## src/hdl/ibma_pkg.sv

```systemverilog
`default_nettype none
// ----------------------------------------------------------------------------
// ibma_pkg - shared types and constants of the inode bitmap allocator
// Map geometry, status codes, request/result structs and the FSM encoding.
// ----------------------------------------------------------------------------
package ibma_pkg;

  localparam int unsigned MAP_WORDS        = 32;
  localparam int unsigned WORD_BITS        = 32;
  localparam int unsigned TOP_BIT          = 31;
  localparam int unsigned SLOT_W           = 10;
  localparam int unsigned FREE_W           = 11;
  localparam int unsigned SLOT_FIELD_LIMIT = 1024;
  localparam int unsigned BIT_W            = $clog2(WORD_BITS);

  // only slots that the slot field can name take part
  localparam int unsigned USED_WORDS =
    (MAP_WORDS * WORD_BITS > SLOT_FIELD_LIMIT) ? SLOT_FIELD_LIMIT / WORD_BITS : MAP_WORDS;
  localparam int unsigned SLOT_TOTAL = USED_WORDS * WORD_BITS;
  localparam int unsigned WIDX_W     = (USED_WORDS > 1) ? $clog2(USED_WORDS) : 1;

  typedef enum logic [1:0] {
    ST_OK           = 2'd0,
    ST_ALREADY_FREE = 2'd1,
    ST_FULL         = 2'd2,
    ST_REFUSED      = 2'd3
  } status_e;

  typedef enum logic {
    OP_ALLOC = 1'b0,
    OP_FREE  = 1'b1
  } op_e;

  typedef struct packed {
    op_e               op;
    logic [SLOT_W-1:0] slot;
  } req_t;

  typedef struct packed {
    status_e           status;
    logic [SLOT_W-1:0] granted_slot;
    logic [FREE_W-1:0] free_slots;
  } rsp_t;

  typedef enum logic [2:0] {
    S_IDLE = 3'b001,
    S_EVAL = 3'b010,
    S_RESP = 3'b100
  } state_e;

endpackage
`default_nettype wire

```

## src/hdl/ibma_ffz.sv

```systemverilog
`default_nettype none
// ----------------------------------------------------------------------------
// ibma_ffz - find first zero in one map word
// Scans from bit 31 down; idx_o is the offset from bit 31 of the first clear bit.
// ----------------------------------------------------------------------------
module ibma_ffz (
  input  wire logic [ibma_pkg::WORD_BITS-1:0] word_i,
  output logic                                found_o,
  output logic [ibma_pkg::BIT_W-1:0]          idx_o
);

  localparam int unsigned WordBits = ibma_pkg::WORD_BITS;
  localparam int unsigned BitW     = ibma_pkg::BIT_W;

  always_comb begin
    found_o = 1'b0;
    idx_o   = '0;
    // walk upward so the highest clear position (lowest offset) wins
    for (int i = 0; i < WordBits; i++) begin
      if (!word_i[i]) begin
        found_o = 1'b1;
        idx_o   = BitW'(WordBits - 1 - i);
      end
    end
  end

endmodule
`default_nettype wire

```

## src/hdl/inode_bitmap_allocator.sv

```systemverilog
`default_nettype none
// ----------------------------------------------------------------------------
// inode_bitmap_allocator - first-zero bitmap allocator for object slots
// Usage map in a one-read/one-write word memory; allocate scans words in
// order, free clears one bit. Keeps the free slot count.
// ----------------------------------------------------------------------------
//   channel | dir | handshake                  | payload
//   --------+-----+----------------------------+---------------------------
//   in      | in  | in_valid_i / in_stall_o    | ibma_pkg::req_t in_data_i
//   out     | out | out_valid_o / out_stall_i  | ibma_pkg::rsp_t out_data_o
//
// One request at a time. Refused requests and allocate with a zero free
// count go straight to the response state; a free does one map read.
// An allocate reads words in order from word 0 until one has a clear bit,
// at most USED_WORDS reads. Reset clears the per-word valid bits at once,
// so no clearing pass is needed. A stalled result holds in the output
// register; the next request waits in the response state.
// ----------------------------------------------------------------------------
module inode_bitmap_allocator (
  input  wire logic           clk_i,
  input  wire logic           rst_ni,
  input  wire logic           in_valid_i,
  output logic                in_stall_o,
  input  wire ibma_pkg::req_t in_data_i,
  output logic                out_valid_o,
  input  wire logic           out_stall_i,
  output ibma_pkg::rsp_t      out_data_o
);

  localparam int unsigned WordBits  = ibma_pkg::WORD_BITS;
  localparam int unsigned UsedWords = ibma_pkg::USED_WORDS;
  localparam int unsigned WidxW     = ibma_pkg::WIDX_W;
  localparam int unsigned BitW      = ibma_pkg::BIT_W;
  localparam int unsigned SlotW     = ibma_pkg::SLOT_W;
  localparam int unsigned FreeW     = ibma_pkg::FREE_W;
  localparam int unsigned SlotTotal = ibma_pkg::SLOT_TOTAL;

  // map memory and per-word valid bits (invalid word reads as all free)
  logic [WordBits-1:0] mem_q [UsedWords];
  logic [UsedWords-1:0] word_vld_q;
  logic [WordBits-1:0] rdata_q;
  logic                rvld_q;

  ibma_pkg::state_e    state_q, state_d;
  ibma_pkg::op_e       op_q, op_d;
  logic [BitW-1:0]     bit_q, bit_d;
  logic [WidxW-1:0]    widx_q, widx_d;
  logic [FreeW-1:0]    free_q, free_d;
  ibma_pkg::rsp_t      res_q, res_d;
  ibma_pkg::rsp_t      out_q;
  logic                out_valid_q;

  logic                rd_en;
  logic [WidxW-1:0]    rd_addr;
  logic                wr_en;
  logic [WordBits-1:0] wdata;
  logic [WordBits-1:0] word;
  logic                ffz_found;
  logic [BitW-1:0]     ffz_idx;
  logic                accept;
  logic                out_free;
  logic                slot_bad;

  assign word     = rvld_q ? rdata_q : '0;
  assign accept   = in_valid_i && (state_q == ibma_pkg::S_IDLE);
  assign out_free = !out_valid_q || !out_stall_i;
  assign slot_bad = (in_data_i.slot == '0) || (32'(in_data_i.slot) >= SlotTotal);

  ibma_ffz u_ffz (
    .word_i  (word),
    .found_o (ffz_found),
    .idx_o   (ffz_idx)
  );

  always_comb begin
    state_d = state_q;
    op_d    = op_q;
    bit_d   = bit_q;
    widx_d  = widx_q;
    free_d  = free_q;
    res_d   = res_q;
    rd_en   = 1'b0;
    rd_addr = widx_q;
    wr_en   = 1'b0;
    wdata   = word;
    case (state_q)
      ibma_pkg::S_IDLE: begin
        if (accept) begin
          op_d  = in_data_i.op;
          bit_d = in_data_i.slot[BitW-1:0];
          res_d = '{status: ibma_pkg::ST_OK, granted_slot: '0, free_slots: free_q};
          if (in_data_i.op == ibma_pkg::OP_ALLOC) begin
            if (free_q == '0) begin
              res_d.status = ibma_pkg::ST_FULL;
              state_d      = ibma_pkg::S_RESP;
            end else begin
              widx_d  = '0;
              rd_en   = 1'b1;
              rd_addr = '0;
              state_d = ibma_pkg::S_EVAL;
            end
          end else if (slot_bad) begin
            res_d.status = ibma_pkg::ST_REFUSED;
            state_d      = ibma_pkg::S_RESP;
          end else begin
            widx_d  = WidxW'(in_data_i.slot >> BitW);
            rd_en   = 1'b1;
            rd_addr = widx_d;
            state_d = ibma_pkg::S_EVAL;
          end
        end
      end
      ibma_pkg::S_EVAL: begin
        if (op_q == ibma_pkg::OP_ALLOC) begin
          if (ffz_found) begin
            wr_en   = 1'b1;
            wdata   = word | (WordBits'(1) << (~ffz_idx));
            if (free_q != '0) free_d = free_q - 1'b1;
            res_d   = '{status: ibma_pkg::ST_OK,
                        granted_slot: SlotW'({widx_q, ffz_idx}),
                        free_slots: free_d};
            state_d = ibma_pkg::S_RESP;
          end else if (32'(widx_q) == UsedWords - 1) begin
            res_d.status = ibma_pkg::ST_FULL;
            state_d      = ibma_pkg::S_RESP;
          end else begin
            // word full: fetch the next one
            widx_d  = WidxW'(widx_q + 1'b1);
            rd_en   = 1'b1;
            rd_addr = widx_d;
          end
        end else begin
          if (!word[~bit_q]) begin
            res_d.status = ibma_pkg::ST_ALREADY_FREE;
          end else begin
            wr_en = 1'b1;
            wdata = word & ~(WordBits'(1) << (~bit_q));
            if (32'(free_q) < SlotTotal) free_d = free_q + 1'b1;
            res_d.free_slots = free_d;
          end
          state_d = ibma_pkg::S_RESP;
        end
      end
      ibma_pkg::S_RESP: begin
        if (out_free) state_d = ibma_pkg::S_IDLE;
      end
      default: state_d = ibma_pkg::S_IDLE;
    endcase
  end

  // map memory: one read and one write port, registered read data
  always_ff @(posedge clk_i) begin
    if (wr_en) mem_q[widx_q] <= wdata;
    if (rd_en) rdata_q <= mem_q[rd_addr];
  end

  always_ff @(posedge clk_i or negedge rst_ni) begin
    if (!rst_ni) begin
      word_vld_q <= '0;
      rvld_q     <= 1'b0;
    end else begin
      if (wr_en) word_vld_q[widx_q] <= 1'b1;
      if (rd_en) rvld_q <= word_vld_q[rd_addr];
    end
  end

  always_ff @(posedge clk_i or negedge rst_ni) begin
    if (!rst_ni) begin
      state_q     <= ibma_pkg::S_IDLE;
      free_q      <= FreeW'(SlotTotal);
      out_valid_q <= 1'b0;
    end else begin
      state_q <= state_d;
      free_q  <= free_d;
      if (state_q == ibma_pkg::S_RESP && out_free) begin
        out_valid_q <= 1'b1;
      end else if (!out_stall_i) begin
        out_valid_q <= 1'b0;
      end
    end
  end

  always_ff @(posedge clk_i) begin
    op_q   <= op_d;
    bit_q  <= bit_d;
    widx_q <= widx_d;
    res_q  <= res_d;
    if (state_q == ibma_pkg::S_RESP && out_free) out_q <= res_q;
  end

  assign in_stall_o  = (state_q != ibma_pkg::S_IDLE);
  assign out_valid_o = out_valid_q;
  assign out_data_o  = out_q;

endmodule
`default_nettype wire

```

## config.mk

```make
export PLATFORM = sky130hd
export DESIGN_NAME = inode_bitmap_allocator
export DESIGN_NICKNAME = d
export VERILOG_FILES = /design/src/hdl/ibma_pkg.sv /design/src/hdl/ibma_ffz.sv /design/src/hdl/inode_bitmap_allocator.sv
export SDC_FILE = /design/constraint.sdc
export NUM_CORES = 2
export LEC_CHECK = 0
export BUFFER_PORTS_ARGS = -buffer_cell sky130_fd_sc_hd__buf_2
export CAP_MARGIN = 20
export CORE_ASPECT_RATIO = 0.9
export CORE_MARGIN = 3
export CORE_UTILIZATION = 63
export CTS_CLUSTER_DIAMETER = 80
export CTS_CLUSTER_SIZE = 8
export DETAILED_ROUTE_END_ITERATION = 8
export PLACE_DENSITY_LB_ADDON = 0.15
export SETUP_SLACK_MARGIN = 0.2
export SYNTH_ARGS = -nofsm -noshare
export SYNTH_HDL_FRONTEND = slang
export SYNTH_SLANG_ARGS = --single-unit
```

## constraint.sdc

```tcl
create_clock -name clk_i -period 5.3 [get_ports clk_i]
set_input_delay 1.06 -clock clk_i [delete_from_list [all_inputs] [get_ports clk_i]]
set_output_delay 1.06 -clock clk_i [all_outputs]
set_load 0.005 [all_outputs]
```

# Yosys cells after proc, flatten, opt, wreduce, memory -nomap -nowiden
# Memories as Yosys holds them, arrays and structs flattened. A register that Yosys moved wholly into a read port is not among the register bits.
# Index checks and enable logic that the tools add are counted.
dict set report word_totals {
  reg_bits 105
  ram_bits 1024
  input_bits 15
  output_inout_bits 25
  elab_cells 188
  mem_count 1
}
dict set report classes {
  add_sub_neg 3
  magnitude_cmp 5
  eq_ne 15
  shifts 2
  n_mux 125
  bitwise 6
  reduce_logical 17
}
# name depth width rd rd_clocked_by_memory_dff write_ports line_no
set memory_table {}
lappend memory_table {mem_q 32 32 1 1 1 inode_bitmap_allocator.sv:39} ;# logic [WordBits-1:0] mem_q [UsedWords];
# operator n
set ops {}
lappend ops {{$mux W5} 39}
lappend ops {{$mux W32} 5}
lappend ops {{$mux W11} 6}
lappend ops {{$or A32 B32 Y32} 2}
lappend ops {{$shl A1 B5 Y32 const A} 2}
lappend ops {{$mux W1} 50}
lappend ops {{$pmux W23 S2} 1}
lappend ops {{$and A32 B32 Y32} 1}
lappend ops {{$not A32 Y32} 1}
lappend ops {{$mux W3} 8}
lappend ops {{$mux W23} 1}
lappend ops {{$mux W21} 1}
lappend ops {{$lt A5 B6 Y1 const B} 3}
lappend ops {{$mux W2} 7}
lappend ops {{$reduce_and A4 Y1} 3}
lappend ops {{$add A11 B1 Y11 const B} 1}
lappend ops {{$logic_not A11 Y1} 1}
lappend ops {{$lt A11 B11 Y1 const B} 1}
lappend ops {{$reduce_bool A11 Y1} 1}
lappend ops {{$sub A11 B1 Y11 const B} 1}
lappend ops {{$bmux W1 S5} 2}
lappend ops {{$logic_not A10 Y1} 1}
lappend ops {{$mux W10} 1}
lappend ops {{$not A5 Y5} 2}
lappend ops {{other kinds (21)} 32}

# Longest topological paths before layout
dict set report logic_depth {
  ltp_word 39
  depth_mapped 17
  mapped_depth_nobuf 13
}

# Modules after synthesis
# Synthesis repeated with hierarchy kept, for this count alone.
dict set report unflattened {
  cells_unflattened 4041
  area_unflattened_um2 49442.4
}
# module instances cells_each area_per_inst_um2 seq_area_each_um2
set modules_own_cells {}
lappend modules_own_cells {inode_bitmap_allocator 1 3975 49049.5 34575.7}
lappend modules_own_cells {ibma_ffz 1 66 392.9 0.0}

# Least setup slack after synthesis
# OpenSTA, ideal clock, no wires.
dict set report synth_timing {
  kind {reg2reg}
  startpoint {register bit_q[1]}
  endpoint {memory mem_q[15][0] (netlist name) (enable)}
  setup_ns 0.422
  arrival_ns 3.830
  required_time_ns 4.878
  path_slack_ns 1.048
  stages_incl_launch_ff 13
  n_path_buf 3
  synth_period_minus_slack_ns 4.252
  cell_sequence {edfxtp_1 clkbuf_1 clkbuf_1 a21oi_1 nor2_1 a21oi_1 a211oi_1 o221a_2 nor2_1 a21oi_1 clkbuf_1 nand3_1 nor2_1}
}
dict set report synth_via {
  elab_chain_cells 8
}
# element line_no
set synth_rtl {}
lappend synth_rtl {{from (decl)} inode_bitmap_allocator.sv:46} ;# logic [BitW-1:0] bit_q, bit_d;
lappend synth_rtl {{from (signal assigned)} inode_bitmap_allocator.sv:185} ;# bit_q <= bit_d;
lappend synth_rtl {{$not A5 Y5} inode_bitmap_allocator.sv:133} ;# if (!word[~bit_q]) begin
lappend synth_rtl {{$bmux W1 S5} inode_bitmap_allocator.sv:133}
lappend synth_rtl {{$mux W1 (implied by the code)} inode_bitmap_allocator.sv:133}
lappend synth_rtl {{$mux W1} inode_bitmap_allocator.sv:133}
lappend synth_rtl {{$mux W1} inode_bitmap_allocator.sv:114} ;# if (op_q == ibma_pkg::OP_ALLOC) begin
lappend synth_rtl {{$mux W1} inode_bitmap_allocator.sv:86} ;# case (state_q)
lappend synth_rtl {{$mux W1} inode_bitmap_allocator.sv:153} ;# if (wr_en) mem_q[widx_q] <= wdata;
lappend synth_rtl {{$mux W1 (implied by the code)} inode_bitmap_allocator.sv:153}
lappend synth_rtl {{to (decl)} inode_bitmap_allocator.sv:39}
# No other way between the ends. The select of a mux whose other input is x is not followed.

# Worst setup path after layout
dict set report layout_timing {
  startpoint {register rvld_q}
  endpoint {register rdata_q[10] (read register of mem_q) (data pin)}
}
dict set report layout_via {
  elab_chain_cells 36
  word_cells_on_any_way 39
  classes_between {mux: 39}
}
# element line_no
set layout_rtl {}
lappend layout_rtl {{from (decl)} inode_bitmap_allocator.sv:42} ;# logic rvld_q;
lappend layout_rtl {{from (signal assigned)} inode_bitmap_allocator.sv:163} ;# if (rd_en) rvld_q <= word_vld_q[rd_addr];
lappend layout_rtl {{$mux W32 *} inode_bitmap_allocator.sv:64} ;# assign word = rvld_q ? rdata_q : '0;
lappend layout_rtl {{$mux W1 (31 in series)} ibma_ffz.sv:20} ;# if (!word_i[i]) begin
lappend layout_rtl {{$mux W1 *} ibma_ffz.sv:20}
lappend layout_rtl {{$mux W5 / $mux W1 (equally long branches) (2 in series)} n/a}
lappend layout_rtl {{$pmux W5 S2 / $pmux W1 S2 (equally long branches)} n/a}
lappend layout_rtl {{to (decl)} inode_bitmap_allocator.sv:41} ;# logic [WordBits-1:0] rdata_q;
# Every way passes the cells marked *; elsewhere a longest branch is shown, timed or not.
# A chain may end at the register's enable or synchronous reset.

==> qor.csv <==
stage,metric,value,unit
yosys,Synth Area per Inst,13.39,µm²
floorplanning,FP Rows,94,
routing,antenna-violating nets left,0,
setup_path,CP cell instances,buf_4 -> nand3_1 -> or4_1 -> nor4_1 -> buf_4 -> and4_1 -> o21a_2 -> inv_2 -> nor2_2 -> nand2_4 -> buf_12 -> buf_4 -> o221ai_1 -> a211oi_1 -> a31oi_1,
timing,final slew viol count,0,
cells_and_area,Final nets,3693,
cells_and_area,filler cell count,4481,
floorplanning,Core Area,73630,µm²
cells_and_area,multi-input logic area,11940,µm²
setup_path,FF-to-FF setup slack,380,ps
floorplanning,io pins,40,
global_route,GRT Residual Overflow,0,
yosys,post-synthesis net count,3543,
cells_and_area,Seq. cell area,34580,µm²
yosys,Post-Syn Instances,3522,
routing,routed length per instance,29.86,µm
yosys,"FFs w/ async S/R, synth",0.04134,
placement,Detail Placement HPWL,77790,µm
status,run status,completed,
setup_path,FF-to-FF path depth,15,
job,maximum capacitance violations,0,
routing,DR DRC count,0,
routing,routed vias,32110,
cts,CTS tree,yes,
timing,worst slew pin tran,1079,ps
timing,relative slew slack,0.2807,
global_route,vias in the first global route,31130,
routing,final wirelength,139500,µm
yosys,Ys Warns,0,
setup_path,crit path max fanout,27,
worst_hold_path,Worst Hold Class,in2async,
timing,Fin Setup TNS,0,ps
power_and_ir_drop,Sw Ratio,0.3624,
setup_path,Crit path arrival time,5410,ps
power_and_ir_drop,P per Cell Area,605.4,nW/µm²
setup_path,CP Capture Type,flip-flop,
routing,First DRT Iteration DRCs,4974,
yosys,Synth Flop Type,edfxtp_1,
placement,gpl congestion,0.9580,
setup_path,CP max stage cell,dfrtp_1,
setup_path,Crit path max-delay family,simple AND/OR/NAND/NOR gates,
routing,Vias/cell,6.873,
power_and_ir_drop,VDD IR max,0.3800,mV
cts,"Clk Latency, worst-skew pair",750,ps
cells_and_area,Layout area overhead,14.70,%
cts,Root Buffer,clkbuf_16,
global_route,pin count of the biggest net entering global routing,88,
yosys,Post-synth EDFFs,1108,
power_and_ir_drop,clock network power share,0.283,
yosys,Synth top area share,0.7057,
power_and_ir_drop,Comb power frac,0.332,
power_and_ir_drop,Pleak,19.05,nW
setup_path,Stages on worst setup path,15,
cts,maximum clock path buffer count,3,
yosys,"top cells by area, synth","edfxtp_1, nand2_1, nand3_1",
cts,Post-CTS Repair Setup Buffers,0,
power_and_ir_drop,sequential share of power,0.385,
power_and_ir_drop,Net Sw Power,11.86,mW
setup_path,largest stage delay on the critical path,670,ps
global_route,first-pass GRT wire length,203200,µm
cts,# resized after CTS,0,
setup_path,required time of the critical path,5800,ps
timing,fin crit period,4916,ps
power_and_ir_drop,Tot Pwr,32.74,mW
cts,clock slew at the register clock pins of the worst setup and hold paths,50,ps
timing,Clock Skew,48.67,ps
timing,Fmax,0.2034,GHz
yosys,"area leader, netlist",edfxtp_1,
placement,Port Buffers,39,
floorplanning,Die Footprint,78160,µm²
setup_path,WP buf/inv,5,
global_route,GRT Overall Usage,0.3592,
floorplanning,Die Height,265.5,µm
cts,total CTS buffers,163,
yosys,number of library cell types mapped by synthesis,75,
timing,RSZ-0062 raised after global routing,false,
yosys,post-synthesis cell area,47150,µm²
floorplanning,Starting Density,0.6403,
power_and_ir_drop,Internal,20.87,mW
routing,DRT Pass-1 Iters,8,
floorplanning,Die W,294.4,µm
cells_and_area,layout cells sized above 1,0.1362,
timing,"Hold Vio Cnt, Final",0,
cells_and_area,Post-Route Utilization,0.7345,
cts,H-tree depth,4,
cts,"Hold-fix buffers, CTS",0,
setup_path,Most common cell on crit path,buf_4,
cts,clk sinks,1161,
timing,final setup violation count,0,
setup_path,Critical Path Source Type,flip-flop,
yosys,register bit total from synthesis,1161,
setup_path,CP Class,reg2reg,
global_route,initial antenna violation count,1,
yosys,sequential area share after synthesis,0.7334,
timing,Tcrit/Tclk final,0.9276,
## cell families after synthesis
kind of cell,after synthesis,share of synthesized area
xor gates and xnor gates,17,0.003158
and+or+nand+nor,1492,0.1408
adders and majority gates,6,0.001592
AOI/OAI and AO/OA,467,0.06802
buffers and inverters,242,0.02208
muxes,137,0.03097
DFF,1161,0.7334
## state kept, by name, summed over array words and instances, names as in the netlist
register,flops
bit_q,5
free_q,11
mem_q,1024
op_q,1
out_data_o,23
out_valid_o,1
rdata_q,32
res_q,23
rvld_q,1
state_q,3
widx_q,5
word_vld_q,32
## final cells by class
cell class	count	share of cell area
timing repair buffer	203	0.03293
sequential	1161	0.6394
tap	960	0.02221
antenna	2	0.00009255
multi-input combinational	2119	0.2207
clock buffer	189	0.07841
inverter	24	0.001897
clock inverter	13	0.004327
## path summary, 6_finish.rpt
check | from | endpoint
max | rvld_q | rdata_q[10]
min | rst_ni | free_q[6]
max reg2reg | rvld_q | rdata_q[10]
min reg2reg | res_q[2] | out_data_o[2]
max in group asynchronous | rst_ni | word_vld_q[16]
min in group clk_i | res_q[2] | out_data_o[2]
## Yosys cell counts (19+ instances only)
master / instances
a2111oi_0: 32
inv_1: 19
dfrtp_1: 46
nand3_1: 358
buf_2: 64
a21o_1: 34
and3_1: 75
a21oi_1: 101
edfxtp_1: 1108
o211ai_1: 21
a31oi_1: 77
a211oi_1: 35
nor2_1: 74
nand2_1: 864
clkbuf_1: 118
a221oi_1: 34
buf_1: 24
or2_2: 36
o221ai_1: 32
mux2i_1: 129
o21ai_0: 51
## metrics by stage
stage,std cells,hold WS (ps),area (µm²),setup slack [ps]
2_1_floorplan,3522,400.3,47150,1048
3_3_place_gp,4461,401.4,49510,518.6
3_5_place_dp,4464,404.5,49560,571.1
4_1_cts,4666,205.0,54040,574.7
5_1_grt,4669,224.4,54070,413.9
6_report,4671,227.9,54080,383.8
## power by group through the flow
stage               Clock [mW]  Combinational [mW]  Sequential (mW)
global placement             0                10.2             12.7
global route              9.72                11.5             12.6
floorplan                    0                6.58             12.5
finish                    9.25                10.9             12.6
detailed placement           0                10.5             12.7
CTS                       9.29                10.6             12.6
## cell usage in the layout (no fill, tap or decap), types with 35 or more instances in the layout
master / Yosys / final
and3_1: 75 / 75
a211oi_1: 35 / 35
clkbuf_16: 0 / 166
nor2_4: 0 / 37
or2_2: 36 / 36
nor2_1: 74 / 38
buf_4: 10 / 134
nand3_1: 358 / 357
nand2_1: 864 / 862
a31oi_1: 77 / 75
dfrtp_1: 46 / 46
mux2i_1: 129 / 129
buf_2: 64 / 39
edfxtp_1: 1108 / 1108
a21oi_1: 101 / 97
## per-layer routing
| metal | wire length [µm] | GRT usage |
|---|---|---|
| met3 | 19960 | 0.09910 |
| met5 | 0 | 0 |
| met4 | 6002 | 0.1567 |
| met1 | 51770 | 0.5145 |
| met2 | 61750 | 0.5247 |
(Power assumes the default switching activity.)
